### src/sv/stai_pkg.sv
// ============================================================================
// stai_pkg
// Types, constants, microcode table and arctangent table shared by the
// stick-to-attitude-target integrator.
// ============================================================================
package stai_pkg;

  localparam int ANGLE_WIDTH_DEF  = 24;
  localparam int CORDIC_STEPS_DEF = 16;

  // Fixed-point angle constants, LSB 2^-20 rad
  localparam logic signed [23:0] ANG_PI      = 24'sd3294199;
  localparam logic signed [23:0] ANG_HALF_PI = 24'sd1647099;
  // CORDIC start vector, 0.607252935 on a 2^-30 scale
  localparam logic signed [31:0] CORDIC_K30  = 32'sd652032874;

  localparam int PINC_W = 23;  // width of the pitch increment after the shift

  // Register reset values
  localparam logic [11:0] SERVO_CENTER_RST = 12'd1500;
  localparam logic [9:0]  DEAD_BAND_RST    = 10'd50;
  localparam logic [15:0] STICK_GAIN_RST   = 16'd53687;
  localparam logic [21:0] ANGLE_LIMIT_RST  = 22'd1098066;

  typedef enum logic [1:0] {
    REG_SERVO_CENTER = 2'd0,
    REG_DEAD_BAND    = 2'd1,
    REG_STICK_GAIN   = 2'd2,
    REG_ANGLE_LIMIT  = 2'd3
  } reg_idx_e;

  typedef enum logic [1:0] {
    REQ_NAV  = 2'd0,
    REQ_TAKE = 2'd1,
    REQ_REL  = 2'd2
  } req_e;

  typedef struct packed {
    logic [11:0] servo_center;
    logic [9:0]  dead_band;
    logic [15:0] stick_gain;
    logic [21:0] angle_limit;
  } cfg_t;

  typedef struct packed {
    logic [1:0]         req_type;
    logic signed [22:0] roll_angle;
    logic signed [22:0] pitch_angle;
    logic [11:0]        elevator_raw;
    logic [11:0]        rudder_raw;
    logic [11:0]        aileron_raw;
  } in_item_t;

  typedef struct packed {
    logic [1:0]         req_type;
    logic               loop_last;
    logic signed [23:0] pitch_target;
    logic signed [23:0] roll_target;
    logic               controller_enabled;
    logic               controller_reset;
  } dp_stat_t;

  typedef struct packed {
    logic idle;
    logic out_load;
  } seq_stat_t;

  // Microcode fields
  typedef enum logic [2:0] {
    OP_NOP,
    OP_CLR_PULSE,
    OP_CINIT,
    OP_CITER,
    OP_ROUND,
    OP_UPDATE,
    OP_TAKE,
    OP_RELEASE
  } dp_op_e;

  typedef enum logic [2:0] {
    MUL_NONE,
    MUL_ELEV,
    MUL_RUD,
    MUL_AIL,
    MUL_COS_E,
    MUL_SIN_R
  } mul_src_e;

  typedef enum logic [2:0] {
    DST_NONE,
    DST_E,
    DST_R,
    DST_A,
    DST_ACC_NEG,
    DST_ACC_SUB
  } mul_dst_e;

  typedef enum logic [2:0] {
    J_NEXT,
    J_WAIT_IN,
    J_DISPATCH,
    J_LOOP,
    J_GOTO,
    J_OUT_WAIT
  } jmp_e;

  localparam int PC_W = 4;

  // Step addresses
  localparam logic [PC_W-1:0] S_IDLE  = 4'd0;
  localparam logic [PC_W-1:0] S_DISP  = 4'd1;
  localparam logic [PC_W-1:0] S_CINIT = 4'd2;
  localparam logic [PC_W-1:0] S_C1    = 4'd3;
  localparam logic [PC_W-1:0] S_C2    = 4'd4;
  localparam logic [PC_W-1:0] S_C3    = 4'd5;
  localparam logic [PC_W-1:0] S_CLOOP = 4'd6;
  localparam logic [PC_W-1:0] S_ROUND = 4'd7;
  localparam logic [PC_W-1:0] S_MCOS  = 4'd8;
  localparam logic [PC_W-1:0] S_MSIN  = 4'd9;
  localparam logic [PC_W-1:0] S_ACC   = 4'd10;
  localparam logic [PC_W-1:0] S_UPD   = 4'd11;
  localparam logic [PC_W-1:0] S_OUT   = 4'd12;
  localparam logic [PC_W-1:0] S_TAKE  = 4'd13;
  localparam logic [PC_W-1:0] S_REL   = 4'd14;

  typedef struct packed {
    dp_op_e          op;
    mul_src_e        mul;
    mul_dst_e        dst;
    jmp_e            jmp;
    logic [PC_W-1:0] target;
  } ctrl_word_t;

  function automatic ctrl_word_t ucode_rom(input logic [PC_W-1:0] pc);
    ctrl_word_t w;
    w = '{op: OP_NOP, mul: MUL_NONE, dst: DST_NONE, jmp: J_NEXT, target: S_IDLE};
    case (pc)
      S_IDLE:  w.jmp = J_WAIT_IN;
      S_DISP:  begin w.op = OP_CLR_PULSE; w.jmp = J_DISPATCH; end
      S_CINIT: begin w.op = OP_CINIT; w.mul = MUL_ELEV; end
      S_C1:    begin w.op = OP_CITER; w.mul = MUL_RUD; w.dst = DST_E; end
      S_C2:    begin w.op = OP_CITER; w.mul = MUL_AIL; w.dst = DST_R; end
      S_C3:    begin w.op = OP_CITER; w.dst = DST_A; end
      S_CLOOP: begin w.op = OP_CITER; w.jmp = J_LOOP; end
      S_ROUND: w.op = OP_ROUND;
      S_MCOS:  w.mul = MUL_COS_E;
      S_MSIN:  begin w.mul = MUL_SIN_R; w.dst = DST_ACC_NEG; end
      S_ACC:   w.dst = DST_ACC_SUB;
      S_UPD:   w.op = OP_UPDATE;
      S_OUT:   begin w.jmp = J_OUT_WAIT; w.target = S_IDLE; end
      S_TAKE:  begin w.op = OP_TAKE; w.jmp = J_GOTO; w.target = S_OUT; end
      S_REL:   begin w.op = OP_RELEASE; w.jmp = J_GOTO; w.target = S_OUT; end
      default: begin w.jmp = J_GOTO; w.target = S_IDLE; end
    endcase
    return w;
  endfunction

  // atan(2^-i) in 2^-20 rad, rounded to nearest
  function automatic logic [19:0] atan_lut(input logic [4:0] idx);
    logic [19:0] v;
    case (idx)
      5'd0:    v = 20'd823550;
      5'd1:    v = 20'd486170;
      5'd2:    v = 20'd256879;
      5'd3:    v = 20'd130396;
      5'd4:    v = 20'd65451;
      5'd5:    v = 20'd32757;
      5'd6:    v = 20'd16383;
      5'd7:    v = 20'd8192;
      5'd8:    v = 20'd4096;
      5'd9:    v = 20'd2048;
      5'd10:   v = 20'd1024;
      5'd11:   v = 20'd512;
      5'd12:   v = 20'd256;
      5'd13:   v = 20'd128;
      5'd14:   v = 20'd64;
      5'd15:   v = 20'd32;
      5'd16:   v = 20'd16;
      5'd17:   v = 20'd8;
      5'd18:   v = 20'd4;
      5'd19:   v = 20'd2;
      5'd20:   v = 20'd1;
      default: v = 20'd0;
    endcase
    return v;
  endfunction

endpackage

### src/sv/stai_sequencer.sv
// ============================================================================
// stai_sequencer
// Step counter and microcode table; picks the next step from the jump field.
// ============================================================================
module stai_sequencer import stai_pkg::*; (
  input  logic       clk_i,
  input  logic       rst_ni,
  input  logic       in_fire_i,
  input  logic       out_free_i,
  input  dp_stat_t   dp_stat_i,
  output ctrl_word_t ctrl_o,
  output seq_stat_t  stat_o
);

  logic [PC_W-1:0] pc_q, pc_d;
  ctrl_word_t      ctrl;

  assign ctrl = ucode_rom(pc_q);

  always_comb begin
    pc_d = pc_q + 1'b1;
    case (ctrl.jmp)
      J_NEXT:     pc_d = pc_q + 1'b1;
      J_WAIT_IN:  pc_d = in_fire_i ? pc_q + 1'b1 : pc_q;
      J_DISPATCH: begin
        case (dp_stat_i.req_type)
          REQ_NAV:  pc_d = S_CINIT;
          REQ_TAKE: pc_d = S_TAKE;
          REQ_REL:  pc_d = S_REL;
          default:  pc_d = S_OUT;
        endcase
      end
      J_LOOP:     pc_d = dp_stat_i.loop_last ? pc_q + 1'b1 : pc_q;
      J_GOTO:     pc_d = ctrl.target;
      J_OUT_WAIT: pc_d = out_free_i ? ctrl.target : pc_q;
      default:    pc_d = S_IDLE;
    endcase
  end

  always_ff @(posedge clk_i or negedge rst_ni) begin
    if (!rst_ni) begin
      pc_q <= S_IDLE;
    end else begin
      pc_q <= pc_d;
    end
  end

  assign ctrl_o          = ctrl;
  assign stat_o.idle     = (pc_q == S_IDLE);
  assign stat_o.out_load = (ctrl.jmp == J_OUT_WAIT) && out_free_i;

endmodule

### src/sv/stai_datapath.sv
// ============================================================================
// stai_datapath
// Input latch, shared multiplier, shift-add CORDIC unit and goal registers,
// all driven by the microcode word.
// ============================================================================
module stai_datapath import stai_pkg::*; #(
  parameter int ANGLE_WIDTH  = ANGLE_WIDTH_DEF,
  parameter int CORDIC_STEPS = CORDIC_STEPS_DEF
) (
  input  logic       clk_i,
  input  logic       rst_ni,
  input  logic       in_fire_i,
  input  in_item_t   in_item_i,
  input  cfg_t       cfg_i,
  input  ctrl_word_t ctrl_i,
  output dp_stat_t   stat_o
);

  localparam int IW = (CORDIC_STEPS > 1) ? $clog2(CORDIC_STEPS) : 1;
  localparam int SW = ((ANGLE_WIDTH > PINC_W) ? ANGLE_WIDTH : PINC_W) + 2;

  function automatic logic signed [15:0] to_q15(input logic signed [31:0] v);
    logic signed [32:0] t;
    logic signed [17:0] r;
    logic signed [15:0] q;
    t = 33'(v) + 33'sd16384;
    r = 18'(t >>> 15);
    if (r > 18'sd32767) begin
      q = 16'sh7fff;
    end else if (r < -18'sd32768) begin
      q = 16'sh8000;
    end else begin
      q = r[15:0];
    end
    return q;
  endfunction

  // Latched input item
  in_item_t item_q;

  // Multiplier
  logic [11:0]        raw_sel;
  logic signed [12:0] off, db_s, dbo;
  logic signed [15:0] ma;
  logic signed [20:0] mb;
  logic signed [36:0] prod, p_q;

  // Stick increments, rounded sin/cos, pitch accumulator
  logic signed [20:0] e_q, r_q, a_q;
  logic signed [15:0] c_q, s_q;
  logic signed [37:0] acc_q;

  // CORDIC
  logic signed [31:0] x_q, y_q, xs, ys;
  logic signed [23:0] z_q, z_init, roll_ext, at;
  logic               neg_q, fold;
  logic [IW-1:0]      i_q;

  // Goals
  logic signed [ANGLE_WIDTH-1:0] pitch_goal_q, roll_goal_q;
  logic signed [ANGLE_WIDTH-1:0] pitch_goal_d, roll_goal_d;
  logic                          engaged_q, engaged_d, pulse_q, pulse_d;
  logic signed [PINC_W-1:0]      pinc;
  logic signed [SW-1:0]          lim, psum, rsum, psat, rsat;

  always_ff @(posedge clk_i) begin
    if (in_fire_i) begin
      item_q <= in_item_i;
    end
  end

  // Center, deadband and operand select
  always_comb begin
    case (ctrl_i.mul)
      MUL_RUD: raw_sel = item_q.rudder_raw;
      MUL_AIL: raw_sel = item_q.aileron_raw;
      default: raw_sel = item_q.elevator_raw;
    endcase
    off  = $signed({1'b0, raw_sel}) - $signed({1'b0, cfg_i.servo_center});
    db_s = $signed({3'b000, cfg_i.dead_band});
    dbo  = ((off > -db_s) && (off < db_s)) ? 13'sd0 : off;
    case (ctrl_i.mul)
      MUL_ELEV, MUL_RUD, MUL_AIL: begin
        ma = 16'(dbo);
        mb = $signed({5'b00000, cfg_i.stick_gain});
      end
      MUL_COS_E: begin
        ma = c_q;
        mb = e_q;
      end
      MUL_SIN_R: begin
        ma = s_q;
        mb = r_q;
      end
      default: begin
        ma = '0;
        mb = '0;
      end
    endcase
  end

  assign prod = ma * mb;

  always_ff @(posedge clk_i) begin
    if (ctrl_i.mul != MUL_NONE) begin
      p_q <= prod;
    end
    case (ctrl_i.dst)
      DST_E:       e_q <= $signed(p_q[28:8]);
      DST_R:       r_q <= $signed(p_q[28:8]);
      DST_A:       a_q <= $signed(p_q[28:8]);
      DST_ACC_NEG: acc_q <= -38'(p_q);
      DST_ACC_SUB: acc_q <= acc_q - 38'(p_q);
      default: ;
    endcase
  end

  // Fold the roll into plus or minus a right angle
  always_comb begin
    roll_ext = 24'(item_q.roll_angle);
    fold     = 1'b1;
    if (roll_ext > ANG_HALF_PI) begin
      z_init = roll_ext - ANG_PI;
    end else if (roll_ext < -ANG_HALF_PI) begin
      z_init = roll_ext + ANG_PI;
    end else begin
      z_init = roll_ext;
      fold   = 1'b0;
    end
  end

  assign xs = x_q >>> i_q;
  assign ys = y_q >>> i_q;
  assign at = $signed({4'b0000, atan_lut(5'(i_q))});

  always_ff @(posedge clk_i) begin
    case (ctrl_i.op)
      OP_CINIT: begin
        x_q   <= CORDIC_K30;
        y_q   <= '0;
        z_q   <= z_init;
        neg_q <= fold;
        i_q   <= '0;
      end
      OP_CITER: begin
        if (!z_q[23]) begin
          x_q <= x_q - ys;
          y_q <= y_q + xs;
          z_q <= z_q - at;
        end else begin
          x_q <= x_q + ys;
          y_q <= y_q - xs;
          z_q <= z_q + at;
        end
        i_q <= i_q + 1'b1;
      end
      OP_ROUND: begin
        c_q <= to_q15(neg_q ? -x_q : x_q);
        s_q <= to_q15(neg_q ? -y_q : y_q);
      end
      default: ;
    endcase
  end

  // Integrate and saturate
  always_comb begin
    pinc = acc_q[37:15];
    lim  = $signed(SW'(cfg_i.angle_limit));
    psum = SW'(pitch_goal_q) + SW'(pinc);
    rsum = SW'(roll_goal_q) + SW'(a_q);
    if (psum > lim) begin
      psat = lim;
    end else if (psum < -lim) begin
      psat = -lim;
    end else begin
      psat = psum;
    end
    if (rsum > lim) begin
      rsat = lim;
    end else if (rsum < -lim) begin
      rsat = -lim;
    end else begin
      rsat = rsum;
    end

    pitch_goal_d = pitch_goal_q;
    roll_goal_d  = roll_goal_q;
    engaged_d    = engaged_q;
    pulse_d      = pulse_q;
    case (ctrl_i.op)
      OP_CLR_PULSE: pulse_d = 1'b0;
      OP_UPDATE: begin
        pitch_goal_d = psat[ANGLE_WIDTH-1:0];
        roll_goal_d  = rsat[ANGLE_WIDTH-1:0];
      end
      OP_TAKE: begin
        pitch_goal_d = ANGLE_WIDTH'(item_q.pitch_angle);
        roll_goal_d  = ANGLE_WIDTH'(item_q.roll_angle);
        engaged_d    = 1'b1;
        pulse_d      = 1'b1;
      end
      OP_RELEASE: engaged_d = 1'b0;
      default: ;
    endcase
  end

  always_ff @(posedge clk_i or negedge rst_ni) begin
    if (!rst_ni) begin
      pitch_goal_q <= '0;
      roll_goal_q  <= '0;
      engaged_q    <= 1'b0;
      pulse_q      <= 1'b0;
    end else begin
      pitch_goal_q <= pitch_goal_d;
      roll_goal_q  <= roll_goal_d;
      engaged_q    <= engaged_d;
      pulse_q      <= pulse_d;
    end
  end

  assign stat_o.req_type           = item_q.req_type;
  assign stat_o.loop_last          = (i_q == IW'(CORDIC_STEPS - 1));
  assign stat_o.pitch_target       = 24'(pitch_goal_q);
  assign stat_o.roll_target        = 24'(roll_goal_q);
  assign stat_o.controller_enabled = engaged_q;
  assign stat_o.controller_reset   = pulse_q;

endmodule

### src/sv/stick_to_attitude_target_integrator.sv
// ============================================================================
// stick_to_attitude_target_integrator
// Turns radio stick readings into saturated pitch and roll attitude targets
// under control of a small microcode program.
// ============================================================================
//
//  Channel  Dir  Handshake               Payload
//  -------  ---  ----------------------  ------------------------------------
//  s_*      in   s_tvalid / s_tready     tuser: req_type; tdata: roll, pitch,
//                                        elevator, rudder, aileron
//  m_*      out  m_tvalid / m_tready     tdata: pitch_target, roll_target,
//                                        controller_enabled, controller_reset
//  apb      in   psel/penable, pready=1  four config registers at 4*index
//
//  A navigate beat runs the CORDIC loop at one shift-add iteration per cycle.
//  Takeover, release and an unused code go straight to the final step. The
//  input is taken again in the cycle after the result is loaded, so no new
//  beat is accepted while one is in flight. Reset clears goals, engaged flag,
//  step counter and output valid; a stalled output holds the final step.
//
module stick_to_attitude_target_integrator import stai_pkg::*; #(
  parameter int ANGLE_WIDTH  = ANGLE_WIDTH_DEF,
  parameter int CORDIC_STEPS = CORDIC_STEPS_DEF
) (
  input  logic        clk_i,
  input  logic        rst_ni,
  // input stream
  input  logic        s_tvalid,
  output logic        s_tready,
  input  logic [87:0] s_tdata,   // roll_angle, pitch_angle, elevator_raw,
                                 // rudder_raw, aileron_raw, zero fill
  input  logic [1:0]  s_tuser,   // req_type
  // result stream
  output logic        m_tvalid,
  input  logic        m_tready,
  output logic [55:0] m_tdata,   // pitch_target, roll_target,
                                 // controller_enabled, controller_reset, zero fill
  // configuration
  input  logic        psel,
  input  logic        penable,
  input  logic        pwrite,
  input  logic [3:0]  paddr,
  input  logic [31:0] pwdata,
  output logic [31:0] prdata,
  output logic        pready
);

  cfg_t       cfg_q;
  in_item_t   in_item;
  ctrl_word_t ctrl;
  dp_stat_t   dp_stat;
  seq_stat_t  seq_stat;
  logic       s_fire, out_free, cfg_wr;
  reg_idx_e   cfg_idx;

  logic       m_valid_q, m_valid_d;
  dp_stat_t   m_data_q;

  // ---------------------------------------------------------------------------
  // Configuration registers; writes decode on the word index only
  // ---------------------------------------------------------------------------
  assign pready  = 1'b1;
  assign cfg_wr  = psel && penable && pwrite && pready;
  assign cfg_idx = reg_idx_e'(paddr[3:2]);

  always_ff @(posedge clk_i or negedge rst_ni) begin
    if (!rst_ni) begin
      cfg_q.servo_center <= SERVO_CENTER_RST;
      cfg_q.dead_band    <= DEAD_BAND_RST;
      cfg_q.stick_gain   <= STICK_GAIN_RST;
      cfg_q.angle_limit  <= ANGLE_LIMIT_RST;
    end else if (cfg_wr) begin
      case (cfg_idx)
        REG_SERVO_CENTER: cfg_q.servo_center <= pwdata[11:0];
        REG_DEAD_BAND:    cfg_q.dead_band    <= pwdata[9:0];
        REG_STICK_GAIN:   cfg_q.stick_gain   <= pwdata[15:0];
        REG_ANGLE_LIMIT:  cfg_q.angle_limit  <= pwdata[21:0];
        default: ;
      endcase
    end
  end

  always_comb begin
    case (cfg_idx)
      REG_SERVO_CENTER: prdata = {20'd0, cfg_q.servo_center};
      REG_DEAD_BAND:    prdata = {22'd0, cfg_q.dead_band};
      REG_STICK_GAIN:   prdata = {16'd0, cfg_q.stick_gain};
      REG_ANGLE_LIMIT:  prdata = {10'd0, cfg_q.angle_limit};
      default:          prdata = '0;
    endcase
  end

  // ---------------------------------------------------------------------------
  // Input beat unpack; take a beat only while the program sits at its idle step
  // ---------------------------------------------------------------------------
  assign s_tready = seq_stat.idle;
  assign s_fire   = s_tvalid && s_tready;

  assign in_item.req_type     = s_tuser;
  assign in_item.roll_angle   = $signed(s_tdata[22:0]);
  assign in_item.pitch_angle  = $signed(s_tdata[45:23]);
  assign in_item.elevator_raw = s_tdata[57:46];
  assign in_item.rudder_raw   = s_tdata[69:58];
  assign in_item.aileron_raw  = s_tdata[81:70];

  // Output register is free when empty or drained this cycle
  assign out_free = !m_valid_q || m_tready;

  stai_sequencer u_seq (
    .clk_i      (clk_i),
    .rst_ni     (rst_ni),
    .in_fire_i  (s_fire),
    .out_free_i (out_free),
    .dp_stat_i  (dp_stat),
    .ctrl_o     (ctrl),
    .stat_o     (seq_stat)
  );

  stai_datapath #(
    .ANGLE_WIDTH  (ANGLE_WIDTH),
    .CORDIC_STEPS (CORDIC_STEPS)
  ) u_dp (
    .clk_i     (clk_i),
    .rst_ni    (rst_ni),
    .in_fire_i (s_fire),
    .in_item_i (in_item),
    .cfg_i     (cfg_q),
    .ctrl_i    (ctrl),
    .stat_o    (dp_stat)
  );

  // ---------------------------------------------------------------------------
  // Output register: load at the final step, hold while stalled, drop on take
  // ---------------------------------------------------------------------------
  always_comb begin
    m_valid_d = m_valid_q;
    if (seq_stat.out_load) begin
      m_valid_d = 1'b1;
    end else if (m_tready) begin
      m_valid_d = 1'b0;
    end
  end

  always_ff @(posedge clk_i or negedge rst_ni) begin
    if (!rst_ni) begin
      m_valid_q <= 1'b0;
    end else begin
      m_valid_q <= m_valid_d;
    end
  end

  always_ff @(posedge clk_i) begin
    if (seq_stat.out_load) begin
      m_data_q <= dp_stat;
    end
  end

  assign m_tvalid = m_valid_q;
  assign m_tdata  = {6'd0, m_data_q.controller_reset, m_data_q.controller_enabled,
                     m_data_q.roll_target, m_data_q.pitch_target};

  // ---------------------------------------------------------------------------
  // Assertions
  // ---------------------------------------------------------------------------
  // A takeover result always reports the controller as engaged
  a_pulse_engaged: assert property (@(posedge clk_i) disable iff (!rst_ni)
    m_valid_q && m_data_q.controller_reset |-> m_data_q.controller_enabled)
    else $error("controller reset reported while disengaged");

  // Never overwrite a result that is still waiting
  a_no_overwrite: assert property (@(posedge clk_i) disable iff (!rst_ni)
    seq_stat.out_load |-> (!m_valid_q || m_tready))
    else $error("output register overwritten while stalled");

  // Once a beat is taken the program leaves its idle step
  a_busy_after_accept: assert property (@(posedge clk_i) disable iff (!rst_ni)
    s_fire |=> !s_tready)
    else $error("input ready right after an accepted beat");

endmodule
### config.mk
export PLATFORM = sky130hd
export DESIGN_NAME = stick_to_attitude_target_integrator
export DESIGN_NICKNAME = d
export VERILOG_FILES = /design/src/sv/stai_pkg.sv /design/src/sv/stai_sequencer.sv /design/src/sv/stai_datapath.sv /design/src/sv/stick_to_attitude_target_integrator.sv
export SDC_FILE = /design/constraint.sdc
export NUM_CORES = 2
export LEC_CHECK = 0
export BUFFER_PORTS_ARGS = -buffer_cell sky130_fd_sc_hd__buf_2
export CORE_MARGIN = 2
export CORE_UTILIZATION = 69
export CTS_CLUSTER_DIAMETER = 60
export DETAILED_ROUTE_END_ITERATION = 7
export HOLD_SLACK_MARGIN = 0.05
export PLACE_DENSITY = 0.88
export SLEW_MARGIN = 15
export SYNTH_ARGS = -nofsm -noshare
export SYNTH_HDL_FRONTEND = slang
export SYNTH_SLANG_ARGS = --single-unit
### constraint.sdc
create_clock -name clk_i -period 24.4 [get_ports clk_i]
set_clock_uncertainty 0.15 [all_clocks]
set_input_delay 2.44 -clock clk_i [delete_from_list [all_inputs] [get_ports clk_i]]
set_output_delay 2.44 -clock clk_i [all_outputs]
set_load 0.02 [all_outputs]
==> impl_metrics.yaml <==
worst_setup_path:
  worstPathMaxFanout: 22
  required_ns: 24.64
  critPathSlowestCell: "o21a_1"
  crit_type: "flop to flop"
  critical_path.max_stage_delay_ns: 0.99
  r2r_slack_ns: 10.90
  crit_top_cell: "fa_1"
  start_kind: "flop"
  end_kind: "flop"
  cp-startpoint: "u_seq.pc_q[1]"
  r2r-start: "u_seq.pc_q[1]"
  worstPathArrival_ns: 13.74
  reg2reg_depth: 45
route:
  initialDrtViolationCount: 6104
  ant_nets: 0
  vias: 46200
  wirelength_um: 162000
  wl_per_cell_um: 23.7
  drc_errors: 3
  vias_per_cell: 6.75
  dr.pass1.iters: 8
worst_hold_path:
  hold_depth: 0
  min_from: "u_dp.roll_goal_q[6]"
  hold_path.class: "flop to flop"
cts:
  cts_made_buffers: 60
  cts.sinks: 532
  cts-resized-gates: 0
  hold_buffers: 0
  root_buffer: "clkbuf_16"
  cts_max_level: 2
  clkTransAtPathRegs_ns: 0.06
  insertion_delay_ns: 0.71
  cts_setup_buffers: 0
  clock_path_buffers: 3
  cts_tree: "yes"
synth:
  ys_async_sr_fraction: 0.216
  ys_ff_latch: 532
  ys_types: 115
  synth_edf_count: 397
  synth.avg_cell_area_um2: 9.45
  synth_flop_cell: "edfxtp_1"
  synth_cells: 5686
  synth_seq_area_share: 0.284
  synth_area_um2: 53700
  synth_warnings: 0
timing:
  finalSetupViolations: 0
  min_period_ns: 13.50
  setup-tns-final_ns: 0
  rsz0062_at_grt: "false"
  max_slew_margin: 0.168
  finalHoldViolCount: 0
  tightestPinTransition_ns: 1.24
  holdWs_ns: 0.343
  clock.fmax_mhz: 74.1
  finalCritPeriodShare: 0.553
  final_max_slew_viol_count: 0
floorplanning:
  die_h_um: 283
  fp.dieW_um: 283
  start_util: 0.696
  row_count: 102
  ios: 224
  die-area_um2: 80100
  core_area_um2: 77200
global_route:
  grtUsageMet3: 0.108
  grt_pass1_wl_um: 252000
  busiest_layer: "met2"
  antenna_found_initial: 14
  grt_pass1_vias: 45300
  use_met1: 0.504
  grtUsageTotal: 0.402
  grt_max_degree: 75
  gr-usage-met2: 0.613
  gr-total-overflow: 0
finish:
  final_common_cell: "inv_1"
  drive_above_1_share: 0.106
  syn2layout_area_growth_pct: 7.10
  final_cell_mix: "573 x inv_1, 493 x nand2_1, 470 x nor2_1"
  fin_nets: 6624
outcome:
  status: "complete, but fails checks"
  violations: "design-rule violations"
placement:
  routabilityCongestion: 1.06
  dp.final_hpwl_um: 120000
  port_buffers: 188
run:
  maxCapViolations: 0
-- cells in the mapped netlist (all sizes together) (12+ instances only) --
library cell | instances | share of area
a211oi | 41 | 0.0057
nand4 | 51 | 0.0065
mux4 | 86 | 0.037
o211ai | 41 | 0.0057
a31o | 19 | 0.0031
a21o | 113 | 0.016
a22o | 14 | 0.0023
mux2 | 66 | 0.014
edfxtp | 397 | 0.22
nor3 | 105 | 0.0099
o21ai | 324 | 0.030
o22ai | 25 | 0.0029
and2 | 74 | 0.0087
a21oi | 337 | 0.031
dfxtp | 20 | 0.0075
o31ai | 36 | 0.0050
o21bai | 38 | 0.0053
and3 | 33 | 0.0039
or4 | 14 | 0.0020
fa | 339 | 0.13
dfstp | 27 | 0.013
or2 | 27 | 0.0031
nand2b | 68 | 0.0079
a31oi | 56 | 0.0066
nand2 | 493 | 0.034
dfrtp | 88 | 0.041
nand3 | 99 | 0.0093
buf | 91 | 0.0098
nor2 | 478 | 0.034
clkbuf | 176 | 0.012
o21a | 42 | 0.0059
xnor2 | 239 | 0.039
o22a | 12 | 0.0020
and4 | 12 | 0.0020
nor4 | 36 | 0.0049
or3 | 28 | 0.0033
xor2 | 148 | 0.024
ha | 408 | 0.095
a22oi | 70 | 0.0098
mux2i | 102 | 0.019
nor2b | 42 | 0.0049
a21boi | 17 | 0.0024
inv | 574 | 0.040
-- worst paths after layout --
check | end
setup / recovery | u_dp.p_q[33]
hold / removal | m_tdata[30]
setup reg to reg | u_dp.p_q[33]
hold reg to reg | m_tdata[30]
max in group asynchronous | u_seq.pc_q[1]
min in group asynchronous | u_dp.pitch_goal_q[23]
-- flip-flops by register name (all words and copies together) (netlist names), 2 cells and up --
name	cells
cfg_q	60
m_tdata	50
u_dp.a_q	21
u_dp.acc_q	38
u_dp.at	20
u_dp.c_q	16
u_dp.e_q	21
u_dp.i_q	4
u_dp.item_q	82
u_dp.p_q	37
u_dp.pitch_goal_q	24
u_dp.r_q	21
u_dp.roll_goal_q	24
u_dp.s_q	16
u_dp.stat_o	2
u_dp.x_q	32
u_dp.y_q	32
u_dp.z_q	24
u_seq.pc_q	4
-- final cells by class --
type	count	area, µm²
Multi-Input combinational cell	4323	35300
Fill cell	5153	19700
Timing Repair Buffer	248	1390
Inverter	579	2170
Clock inverter	48	603
Antenna cell	7	17.5
Sequential cell	532	15200
Clock buffer	66	1520
Tap cell	1040	1300
-- layer usage --
layer  wire (µm)  vias up
met1       57100    22000
met3       20800      733
met5          70        -
li1            -    20300
met4       12700       12
met2       71600     3173
-- stage by stage --
step / setup slack [ns] / util / cell area, µm² / instances
floorplan: 13.12 / - / 53800 / 5701
global placement: 11.62 / 0.717 / 55400 / 6722
detailed placement: 11.30 / 0.717 / 55400 / 6722
CTS: 11.15 / 0.745 / 57500 / 6836
global route: 10.27 / 0.745 / 57500 / 6839
finish: 10.90 / 0.745 / 57500 / 6843
-- worst max-delay path: cells and delay by family (launching register included) --
kind	cells	cell delay (ns)
AOI/OAI and AO/OA	17	5.14
xor gates and xnor gates	2	0.54
adders and majority gates	12	4.99
buffers and inverters	6	0.71
DFF	1	0.42
muxes	2	0.41
and+or+nand+nor	6	0.84
-- logic make-up (layout without fill, tap and decap cells) --
| family | Yosys count | after routing | synth area share |
|---|---|---|---|
| AO/OA/AOI/OAI | 1329 | 1329 | 0.160 |
| XOR/XNOR | 387 | 387 | 0.0632 |
| buffers and inverters | 846 | 941 | 0.0625 |
| flip-flops | 532 | 532 | 0.284 |
| other | 2 | 24 | 0.000140 |
| adder cells (fa/ha/maj) | 748 | 748 | 0.222 |
| AND/OR/NAND/NOR | 1588 | 1588 | 0.139 |
| multiplexers | 254 | 254 | 0.0699 |
Power is not shown: default switching activity piles up to over one toggle a cycle in this logic, so the estimate is an artifact.
